$ cat src/frame_word_checksum_check_or_seal_core_defines.svh
// assertion macros for the frame word checksum check or seal core
`ifndef FRAME_WORD_CHECKSUM_CHECK_OR_SEAL_CORE_DEFINES_SVH
`define FRAME_WORD_CHECKSUM_CHECK_OR_SEAL_CORE_DEFINES_SVH
`ifndef NO_ASSERTIONS
`define FWCC_ASSERT_HOLDS(lbl, clk, rst_n, cond) \
    lbl: assert property (@(posedge clk) disable iff (!rst_n) (cond)) \
        else $error("fwcc assertion failed");
`define FWCC_ASSERT_NEXT(lbl, clk, rst_n, ante, cons) \
    lbl: assert property (@(posedge clk) disable iff (!rst_n) (ante) |=> (cons)) \
        else $error("fwcc assertion failed");
`else
`define FWCC_ASSERT_HOLDS(lbl, clk, rst_n, cond)
`define FWCC_ASSERT_NEXT(lbl, clk, rst_n, ante, cons)
`endif
`endif

$ cat src/fwcc_pkg.sv
// shared types and constants of the frame word checksum check or seal core
package fwcc_pkg;

    localparam logic [7:0] FLAG_BYTE = 8'h7E;

    localparam logic [1:0] ST_OK        = 2'd0;
    localparam logic [1:0] ST_NO_HEADER = 2'd1;
    localparam logic [1:0] ST_MISMATCH  = 2'd2;

    localparam logic [1:0] BEAT_LOW  = 2'd0;
    localparam logic [1:0] BEAT_HIGH = 2'd1;
    localparam logic [1:0] BEAT_FLAG = 2'd2;

    localparam int unsigned POS_W = 17;
    localparam logic [POS_W-1:0] POS_MAX = 17'h1FFFF;

    localparam int unsigned QUEUE_DEPTH = 2;
    localparam int unsigned QPTR_W = $clog2(QUEUE_DEPTH);
    localparam int unsigned QCNT_W = $clog2(QUEUE_DEPTH + 1);

    typedef struct packed {
        logic        seal;
        logic [1:0]  status;
        logic [15:0] sum;
    } t_event;

    typedef struct packed {
        logic              full;
        logic              empty;
        logic [QCNT_W-1:0] count;
    } t_queue_status;

endpackage

$ cat src/fwcc_ifs.sv
// channel interfaces of the frame word checksum check or seal core
interface fwcc_in_if;
    logic       valid;
    logic       ready;
    logic [7:0] byte_in;
    logic       buffer_start;

    modport source (output valid, output byte_in, output buffer_start, input ready);
    modport sink (input valid, input byte_in, input buffer_start, output ready);
endinterface

interface fwcc_out_if;
    logic       valid;
    logic       ready;
    logic [1:0] status;
    logic       is_trailer_byte;
    logic [7:0] out_byte;
    logic       last;

    modport source (output valid, output status, output is_trailer_byte,
                    output out_byte, output last, input ready);
    modport sink (input valid, input status, input is_trailer_byte,
                  input out_byte, input last, output ready);
endinterface

interface fwcc_cfg_if;
    logic valid;
    logic ready;
    logic check_mode;

    modport source (output valid, output check_mode, input ready);
    modport sink (input valid, input check_mode, output ready);
endinterface

$ cat src/frame_word_checksum_check_or_seal_core.sv
// top level of the frame word checksum check or seal core
//
//   channel  direction  payload
//   i_in     sink       byte_in, buffer_start
//   i_cfg    sink       check_mode
//   o_out    source     status, is_trailer_byte, out_byte, last
//
// one input byte per cycle while the event queue is not full
// a status result leaves as one transfer on o_out, a seal trailer as sum low, sum high and flag bytes
// a two-entry event queue separates the front from the output side
// synchronous active-low reset, no clearing pass; check_mode resets to 1
// output stalls fill the queue, then drop i_in.ready
`include "frame_word_checksum_check_or_seal_core_defines.svh"

module frame_word_checksum_check_or_seal_core #(
    parameter int unsigned HEADER_WINDOW = 9
) (
    input  logic         i_clk,
    input  logic         i_rst_n,
    fwcc_in_if.sink      i_in,
    fwcc_cfg_if.sink     i_cfg,
    fwcc_out_if.source   o_out
);

    logic                    push;
    logic                    pop;
    fwcc_pkg::t_event        push_event;
    fwcc_pkg::t_event        head_event;
    fwcc_pkg::t_queue_status q_status;

    fwcc_front #(
        .HEADER_WINDOW (HEADER_WINDOW)
    ) u_front (
        .i_clk   (i_clk),
        .i_rst_n (i_rst_n),
        .i_in    (i_in),
        .i_cfg   (i_cfg),
        .i_full  (q_status.full),
        .o_push  (push),
        .o_event (push_event)
    );

    fwcc_queue u_queue (
        .i_clk       (i_clk),
        .i_rst_n     (i_rst_n),
        .i_push      (push),
        .i_push_data (push_event),
        .i_pop       (pop),
        .o_head      (head_event),
        .o_status    (q_status)
    );

    fwcc_back u_back (
        .i_clk    (i_clk),
        .i_rst_n  (i_rst_n),
        .i_head   (head_event),
        .i_status (q_status),
        .o_pop    (pop),
        .o_out    (o_out)
    );

    `FWCC_ASSERT_HOLDS(a_status_is_last, i_clk, i_rst_n, !o_out.valid || o_out.is_trailer_byte || o_out.last)
    `FWCC_ASSERT_HOLDS(a_error_not_trailer, i_clk, i_rst_n, !o_out.valid || o_out.status == fwcc_pkg::ST_OK || !o_out.is_trailer_byte)
    `FWCC_ASSERT_NEXT(a_push_grows_queue, i_clk, i_rst_n, push && !q_status.full && !pop, q_status.count == $past(q_status.count) + 2'd1)

endmodule

$ cat src/fwcc_front.sv
// front end: header search, count capture, word summing and event classification
module fwcc_front #(
    parameter int unsigned HEADER_WINDOW = 9
) (
    input  logic               i_clk,
    input  logic               i_rst_n,
    fwcc_in_if.sink            i_in,
    fwcc_cfg_if.sink           i_cfg,
    input  logic               i_full,
    output logic               o_push,
    output fwcc_pkg::t_event   o_event
);

    localparam int unsigned SC_W = $clog2(HEADER_WINDOW + 1);

    typedef enum logic [2:0] {
        PH_SEARCH = 3'b001,
        PH_SUM    = 3'b010,
        PH_DONE   = 3'b100
    } t_phase;

    t_phase                         r_phase, n_phase;
    logic [SC_W-1:0]                r_search_count, n_search_count;
    logic [fwcc_pkg::POS_W-1:0]     r_position, n_position;
    logic [15:0]                    r_byte_count, n_byte_count;
    logic [15:0]                    r_sum, n_sum;
    logic [7:0]                     r_held_low, n_held_low;
    logic [7:0]                     r_held_sum_low, n_held_sum_low;
    logic                           r_check_mode;

    logic                           accept;
    t_phase                         eff_phase;
    logic [SC_W-1:0]                eff_search;
    logic [SC_W-1:0]                search_inc;
    logic [15:0]                    word;
    logic [15:0]                    bc_now;
    logic [fwcc_pkg::POS_W-1:0]     bc17;
    logic [fwcc_pkg::POS_W-1:0]     last_word;
    logic [7:0]                     low_now;
    logic [7:0]                     b;

    assign i_cfg.ready = 1'b1;
    assign i_in.ready  = !i_full;
    assign accept      = i_in.valid && !i_full;
    assign b           = i_in.byte_in;

    always_ff @(posedge i_clk) begin
        if (!i_rst_n) begin
            r_check_mode <= 1'b1;
        end else if (i_cfg.valid) begin
            r_check_mode <= i_cfg.check_mode;
        end
    end

    always_comb begin
        n_phase        = r_phase;
        n_search_count = r_search_count;
        n_position     = r_position;
        n_byte_count   = r_byte_count;
        n_sum          = r_sum;
        n_held_low     = r_held_low;
        n_held_sum_low = r_held_sum_low;
        o_push         = 1'b0;
        o_event        = '0;
        eff_phase      = i_in.buffer_start ? PH_SEARCH : r_phase;
        eff_search     = i_in.buffer_start ? '0 : r_search_count;
        search_inc     = eff_search + SC_W'(1);
        word           = {b, r_held_low};
        bc_now         = r_byte_count;
        bc17           = '0;
        last_word      = '0;
        low_now        = r_held_low;
        if (accept) begin
            n_phase        = eff_phase;
            n_search_count = eff_search;
            unique case (eff_phase)
                PH_SEARCH: begin
                    if (b == fwcc_pkg::FLAG_BYTE) begin
                        n_phase        = PH_SUM;
                        n_position     = '0;
                        n_byte_count   = '0;
                        n_sum          = '0;
                        n_held_low     = '0;
                        n_held_sum_low = '0;
                    end else begin
                        n_search_count = search_inc;
                        if (search_inc >= SC_W'(HEADER_WINDOW)) begin
                            n_phase        = PH_DONE;
                            o_push         = 1'b1;
                            o_event.status = fwcc_pkg::ST_NO_HEADER;
                        end
                    end
                end
                PH_SUM: begin
                    if (!r_position[0]) begin
                        n_held_low = b;
                        low_now    = b;
                    end else begin
                        if (r_position == fwcc_pkg::POS_W'(1)) begin
                            bc_now = word;
                        end
                        if ((r_position - fwcc_pkg::POS_W'(1)) < {1'b0, bc_now}) begin
                            n_sum = r_sum + word;
                        end
                    end
                    n_byte_count = bc_now;
                    bc17         = {1'b0, bc_now};
                    if (r_position != '0 && r_position == bc17) begin
                        n_held_sum_low = b;
                    end
                    if (bc_now == '0) begin
                        last_word = fwcc_pkg::POS_W'(1);
                    end else if (bc_now[0]) begin
                        last_word = bc17;
                    end else begin
                        last_word = bc17 - fwcc_pkg::POS_W'(1);
                    end
                    if (r_position != '0 && r_check_mode
                            && r_position >= bc17 + fwcc_pkg::POS_W'(1)) begin
                        n_phase        = PH_DONE;
                        o_push         = 1'b1;
                        o_event.status = (n_sum == {b, (bc_now == '0) ? low_now
                                                                : r_held_sum_low})
                                         ? fwcc_pkg::ST_OK : fwcc_pkg::ST_MISMATCH;
                    end else if (r_position != '0 && !r_check_mode
                            && r_position >= last_word) begin
                        n_phase      = PH_DONE;
                        o_push       = 1'b1;
                        o_event.seal = 1'b1;
                        o_event.sum  = n_sum;
                    end else if (r_position != fwcc_pkg::POS_MAX) begin
                        n_position = r_position + fwcc_pkg::POS_W'(1);
                    end
                end
                PH_DONE: begin
                end
                default: begin
                    n_phase = PH_SEARCH;
                end
            endcase
        end
    end

    always_ff @(posedge i_clk) begin
        if (!i_rst_n) begin
            r_phase        <= PH_SEARCH;
            r_search_count <= '0;
        end else begin
            r_phase        <= n_phase;
            r_search_count <= n_search_count;
        end
    end

    always_ff @(posedge i_clk) begin
        r_position     <= n_position;
        r_byte_count   <= n_byte_count;
        r_sum          <= n_sum;
        r_held_low     <= n_held_low;
        r_held_sum_low <= n_held_sum_low;
    end

endmodule

$ cat src/fwcc_queue.sv
// short event queue between front and back
module fwcc_queue (
    input  logic                    i_clk,
    input  logic                    i_rst_n,
    input  logic                    i_push,
    input  fwcc_pkg::t_event        i_push_data,
    input  logic                    i_pop,
    output fwcc_pkg::t_event        o_head,
    output fwcc_pkg::t_queue_status o_status
);

    fwcc_pkg::t_event                   r_mem [fwcc_pkg::QUEUE_DEPTH];
    logic [fwcc_pkg::QPTR_W-1:0]        r_wr_ptr, n_wr_ptr;
    logic [fwcc_pkg::QPTR_W-1:0]        r_rd_ptr, n_rd_ptr;
    logic [fwcc_pkg::QCNT_W-1:0]        r_count, n_count;
    logic                               do_push;
    logic                               do_pop;

    assign o_status.full  = r_count == fwcc_pkg::QCNT_W'(fwcc_pkg::QUEUE_DEPTH);
    assign o_status.empty = r_count == '0;
    assign o_status.count = r_count;
    assign o_head         = r_mem[r_rd_ptr];
    assign do_push        = i_push && !o_status.full;
    assign do_pop         = i_pop && !o_status.empty;

    always_comb begin
        n_wr_ptr = r_wr_ptr;
        n_rd_ptr = r_rd_ptr;
        n_count  = r_count;
        if (do_push) begin
            n_wr_ptr = (r_wr_ptr == fwcc_pkg::QPTR_W'(fwcc_pkg::QUEUE_DEPTH - 1))
                       ? '0 : r_wr_ptr + fwcc_pkg::QPTR_W'(1);
        end
        if (do_pop) begin
            n_rd_ptr = (r_rd_ptr == fwcc_pkg::QPTR_W'(fwcc_pkg::QUEUE_DEPTH - 1))
                       ? '0 : r_rd_ptr + fwcc_pkg::QPTR_W'(1);
        end
        if (do_push && !do_pop) begin
            n_count = r_count + fwcc_pkg::QCNT_W'(1);
        end else if (do_pop && !do_push) begin
            n_count = r_count - fwcc_pkg::QCNT_W'(1);
        end
    end

    always_ff @(posedge i_clk) begin
        if (!i_rst_n) begin
            r_wr_ptr <= '0;
            r_rd_ptr <= '0;
            r_count  <= '0;
        end else begin
            r_wr_ptr <= n_wr_ptr;
            r_rd_ptr <= n_rd_ptr;
            r_count  <= n_count;
        end
    end

    always_ff @(posedge i_clk) begin
        if (do_push) begin
            r_mem[r_wr_ptr] <= i_push_data;
        end
    end

endmodule

$ cat src/fwcc_back.sv
// back end: expands queued events into result transfers
module fwcc_back (
    input  logic                    i_clk,
    input  logic                    i_rst_n,
    input  fwcc_pkg::t_event        i_head,
    input  fwcc_pkg::t_queue_status i_status,
    output logic                    o_pop,
    fwcc_out_if.source              o_out
);

    logic [1:0] r_beat, n_beat;
    logic       xfer;

    assign o_out.valid = !i_status.empty;
    assign xfer        = o_out.valid && o_out.ready;
    assign o_pop       = xfer && o_out.last;

    always_comb begin
        o_out.status          = i_head.status;
        o_out.is_trailer_byte = 1'b0;
        o_out.out_byte        = '0;
        o_out.last            = 1'b1;
        if (i_head.seal) begin
            o_out.status          = fwcc_pkg::ST_OK;
            o_out.is_trailer_byte = 1'b1;
            o_out.last            = 1'b0;
            unique case (r_beat)
                fwcc_pkg::BEAT_LOW: begin
                    o_out.out_byte = i_head.sum[7:0];
                end
                fwcc_pkg::BEAT_HIGH: begin
                    o_out.out_byte = i_head.sum[15:8];
                end
                fwcc_pkg::BEAT_FLAG: begin
                    o_out.out_byte = fwcc_pkg::FLAG_BYTE;
                    o_out.last     = 1'b1;
                end
                default: begin
                    o_out.out_byte = fwcc_pkg::FLAG_BYTE;
                    o_out.last     = 1'b1;
                end
            endcase
        end
    end

    always_comb begin
        n_beat = r_beat;
        if (xfer) begin
            n_beat = o_out.last ? fwcc_pkg::BEAT_LOW : r_beat + 2'd1;
        end
    end

    always_ff @(posedge i_clk) begin
        if (!i_rst_n) begin
            r_beat <= fwcc_pkg::BEAT_LOW;
        end else begin
            r_beat <= n_beat;
        end
    end

endmodule

$ cat src/flat_wrapper.sv
// flat-port wrapper written by rule: the top's interface ports become plain ports
module frame_word_checksum_check_or_seal_core_flat 
#(
    parameter int unsigned HEADER_WINDOW = 9
)
  (i_clk, i_rst_n, i_in_valid, i_in_byte_in, i_in_buffer_start, i_in_ready, i_cfg_valid, i_cfg_check_mode, i_cfg_ready, o_out_valid, o_out_status, o_out_is_trailer_byte, o_out_out_byte, o_out_last, o_out_ready);
  fwcc_in_if i_in_i ();
  fwcc_cfg_if i_cfg_i ();
  fwcc_out_if o_out_i ();
  input  logic i_clk;
  input  logic i_rst_n;
  input wire logic [$bits(i_in_i.valid)-1:0] i_in_valid;
  input wire logic [$bits(i_in_i.byte_in)-1:0] i_in_byte_in;
  input wire logic [$bits(i_in_i.buffer_start)-1:0] i_in_buffer_start;
  output wire logic [$bits(i_in_i.ready)-1:0] i_in_ready;
  input wire logic [$bits(i_cfg_i.valid)-1:0] i_cfg_valid;
  input wire logic [$bits(i_cfg_i.check_mode)-1:0] i_cfg_check_mode;
  output wire logic [$bits(i_cfg_i.ready)-1:0] i_cfg_ready;
  output wire logic [$bits(o_out_i.valid)-1:0] o_out_valid;
  output wire logic [$bits(o_out_i.status)-1:0] o_out_status;
  output wire logic [$bits(o_out_i.is_trailer_byte)-1:0] o_out_is_trailer_byte;
  output wire logic [$bits(o_out_i.out_byte)-1:0] o_out_out_byte;
  output wire logic [$bits(o_out_i.last)-1:0] o_out_last;
  input wire logic [$bits(o_out_i.ready)-1:0] o_out_ready;
  assign i_in_i.valid = i_in_valid;
  assign i_in_i.byte_in = i_in_byte_in;
  assign i_in_i.buffer_start = i_in_buffer_start;
  assign i_in_ready = i_in_i.ready;
  assign i_cfg_i.valid = i_cfg_valid;
  assign i_cfg_i.check_mode = i_cfg_check_mode;
  assign i_cfg_ready = i_cfg_i.ready;
  assign o_out_valid = o_out_i.valid;
  assign o_out_status = o_out_i.status;
  assign o_out_is_trailer_byte = o_out_i.is_trailer_byte;
  assign o_out_out_byte = o_out_i.out_byte;
  assign o_out_last = o_out_i.last;
  assign o_out_i.ready = o_out_ready;
  frame_word_checksum_check_or_seal_core #(.HEADER_WINDOW(HEADER_WINDOW)) u_core (.i_clk(i_clk), .i_rst_n(i_rst_n), .i_in(i_in_i), .i_cfg(i_cfg_i), .o_out(o_out_i));
endmodule
$ cat config.mk
export PLATFORM = sky130hd
export DESIGN_NAME = frame_word_checksum_check_or_seal_core_flat
export DESIGN_NICKNAME = d
export VERILOG_FILES = /design/src/fwcc_pkg.sv /design/src/fwcc_ifs.sv /design/src/frame_word_checksum_check_or_seal_core.sv /design/src/fwcc_front.sv /design/src/fwcc_queue.sv /design/src/fwcc_back.sv /design/src/flat_wrapper.sv
export VERILOG_INCLUDE_DIRS = /design/src /design/src/src
export SDC_FILE = /design/constraint.sdc
export NUM_CORES = 1
export LEC_CHECK = 0
export BUFFER_PORTS_ARGS = -buffer_cell sky130_fd_sc_hd__buf_4
export CORE_MARGIN = 4
export CORE_UTILIZATION = 62
export DETAILED_ROUTE_END_ITERATION = 7
export PLACE_DENSITY = 0.77
export SKIP_CTS_REPAIR_TIMING = 1
export SLEW_MARGIN = 20
export SYNTH_ARGS = -nofsm -noshare
export SYNTH_HDL_FRONTEND = slang
export SYNTH_SLANG_ARGS = --single-unit
$ cat constraint.sdc
create_clock -name i_clk -period 12.3 [get_ports i_clk]
set_input_delay 0 -clock i_clk [delete_from_list [all_inputs] [get_ports i_clk]]
set_output_delay 0 -clock i_clk [all_outputs]
set_load 0.01 [all_outputs]
==> flow_metrics.tcl <==
set metrics [dict create \
    core_area_mm2 0.0146 \
    final-hold-violation-count 4 \
    port_buffers 28 \
    drt_iter0_markers 639 \
    status "complete, but fails checks" \
    critPathCaptureType "flip-flop" \
    worstPathRequired_ps 12650 \
    die_w_um 131 \
    violations "hold timing" \
    synth_area_mm2 0.00933 \
    drive_gt1_frac 0.114 \
    min_path_type "primary input to flip-flop" \
    place_area_mm2 0.00965 \
    yosysTopAreaCell "edfxtp_1" \
    hold_start "i_in_buffer_start" \
    final_area_mm2 0.0103 \
    critical_path_class "flip-flop to flip-flop" \
    n_fill_cell 1129 \
    avgSynthCellArea_um2 9.37 \
    tns_ps 0 \
    start_kind "flip-flop" \
    place.gp.congestion 0.994 \
    area.growth.synth_to_final_pct 10.8 \
    yosysTopAreaCellShare 0.332 \
    r2r_end "u_core.u_queue.r_count[1]" \
    hold_depth 3 \
    async_flop_share 0 \
    via_per_inst 6.32 \
    initial_core_util 0.637 \
    row_count 44 \
    insertion_delay_ps 430 \
    cts_tree "yes" \
    power_leakage_nw 3.89 \
    diodes 0 \
    dr.pass1.iters 5 \
    cts_max_level 4 \
    setup-violations-final 0 \
    clock-sinks 118 \
    hold_end "u_core.u_front.r_search_count[3]" \
    peakVddDrop_mv 0.0821 \
    ios 30 \
    synthFlopType "edfxtp_1" \
    ys_seq_area_frac 0.364 \
    drv_cap 0 \
    synth.distinct_cells 79 \
    grt_setup_unrepaired "no" \
    ant_nets 0 \
    final_cell_mix "138 x nor2_1, 103 x edfxtp_1, 71 x ha_1" \
    r2r_slack_ps 5510 \
    synth_warnings 0 \
    timing.final.crit_share 0.552 \
    ff2ff_path_depth 25 \
    dpl.hpwl_um 17500 \
    nets 1098 \
    powerDensity_mw_per_mm2 103 \
    whs_ps -13.5 \
    antenna_found_initial 0 \
    max_freq_ghz 0.147 \
    drcViolationCount 0 \
    slew_viol_final 0 \
    grt_max_degree 58 \
    grt_pass1_vias 7054 \
    cp_max_fo 30 \
    ys_ff_latch 118 \
    worst_pin_slew_ps 1030 \
    num_vias 7630 \
    wirelength_um 24300 \
    syn_inst 995 \
    grt_usage 0.290 \
    gr-total-overflow 0 \
    wl_per_cell_um 20.1 \
    final_cells 1208 \
    grt_pass1_wl_um 38200 \
    relSlewSlack 0.297 \
    final_common_cell "nor2_1" \
    synth_edf_count 103 \
    synth_area_leaders "edfxtp_1 33%, ha_1 9.5%, nor2_1 5.6%" \
    clk_root_buffer_cell "clkbuf_16" \
    clock_skew_ps 10.8 \
    cts.path.max_buffers 2 \
    fin_crit_ps 6790 \
    place_inst 1171 \
    cp.arrival_ps 7140 \
    path_clk_slew_ps 60 \
    numCtsBuffers 17 \
    rr_startpoint "u_core.u_front.r_position[1]" \
    die-area_mm2 0.0171 \
    die_h_um 131 \
]
## area by class of cell
type,instances,area (um2),share of cell area
well taps,184,230,0.0223
repair buffers,46,358,0.0346
clock inverters,15,204,0.0197
multi-input cells,797,5610,0.543
clock buffers,17,425,0.0412
inverters,31,116,0.0113
flip-flops and latches,118,3390,0.328
## cell usage after synthesis, drive strengths merged (12+ instances only)
library cell / count
nor4: 16
xnor2: 49
nand4: 15
edfxtp: 103
nor3: 25
ha: 71
a21oi: 43
mux2i: 51
clkbuf: 25
o21ai: 37
a21o: 12
nand2b: 16
buf: 25
xor2: 51
and2: 20
inv: 31
nor2: 140
nand2: 71
o21a: 12
dfxtp: 15
mux2: 16
nand3: 31
a31oi: 12
## power breakdown
part | internal (W) | switching (W)
Combinational | 0.0000360 | 0.0000501
Clock | 0.000328 | 0.000209
Sequential | 0.000436 | 0.00000837
Total | 0.000800 | 0.000267
## state kept, by name, summed over array words and instances, names as in the netlist, 2 cells and up, named ones only
register,cells
u_core.u_back.r_beat,2
u_core.u_front.r_byte_count,16
u_core.u_front.r_held_low,8
u_core.u_front.r_held_sum_low,8
u_core.u_front.r_phase,3
u_core.u_front.r_position,17
u_core.u_front.r_search_count,4
u_core.u_front.r_sum,16
u_core.u_queue.r_count,2
u_core.u_queue.r_mem,38
## cells by family (layout without fill, tap and decap cells)
group / Yosys count / count (layout) / share of synthesized area
AO/OA/AOI/OAI: 167 / 167 / 0.114
XOR/XNOR: 103 / 103 / 0.101
adder cells (fa/ha/maj): 73 / 73 / 0.0986
buffers and inverters: 81 / 109 / 0.0370
flip-flops: 118 / 118 / 0.364
multiplexers: 67 / 67 / 0.0762
other: 1 / 2 / 0.000402
AND/OR/NAND/NOR: 385 / 385 / 0.209
## metrics by stage
stage	utilization	power [W]	hold WS, ps	setup WS, ps
after floorplan	-	0.000511	128	6440
after global placement	0.659	0.000534	223	5930
after detailed placement	0.659	0.000535	231	5660
after CTS	0.702	0.00107	-209	5580
after global routing	0.706	0.00110	1.11	4930
final	0.706	0.00107	-13.5	5510
## critical path, cell delays in order, from the launching register on
cell and delay [ps]:
edfxtp_1 550, inv_1 180, ha_1 190, nor4b_2 270
nand4_2 240, nor2_4 640, mux2i_2 530, ha_1 300
nand3_1 120, nor4_1 370, mux2i_2 120, buf_4 260
nand2_1 110, ha_1 220, a21o_1 150, a21o_1 160
a2111oi_0 430, o211ai_1 160, nand4_1 110, a21oi_1 80
nor3_1 350, a21o_1 230, inv_1 80, ha_1 330
or3_1 350, a21boi_0 170
## per-layer routing
layer  track usage  up-vias  wire (um)
li1              -     3637          -
met1         0.385     3570      10200
met2         0.459      338      11400
met3        0.0630       85       1730
met4         0.125        0        977
met5             0        -          0
## worst max path at each step
| stage | start | endpoint | slack [ps] | depth (start not counted) |
|---|---|---|---|---|
| floorplan | u_core.u_front.r_position[1] | u_core.u_front.r_position[0] | 6440 | 23 |
| global placement | u_core.u_front.r_position[1] | u_core.u_queue.r_count[1] | 5930 | 25 |
| detailed placement | u_core.u_front.r_position[1] | u_core.u_queue.r_count[1] | 5660 | 25 |
| CTS | u_core.u_front.r_position[1] | u_core.u_queue.r_count[1] | 5580 | 25 |
| global route | u_core.u_front.r_position[1] | u_core.u_queue.r_count[1] | 4930 | 26 |
| finish | u_core.u_front.r_position[1] | u_core.u_queue.r_count[1] | 5510 | 25 |
Note: power is estimated with default switching activity, not from simulation.
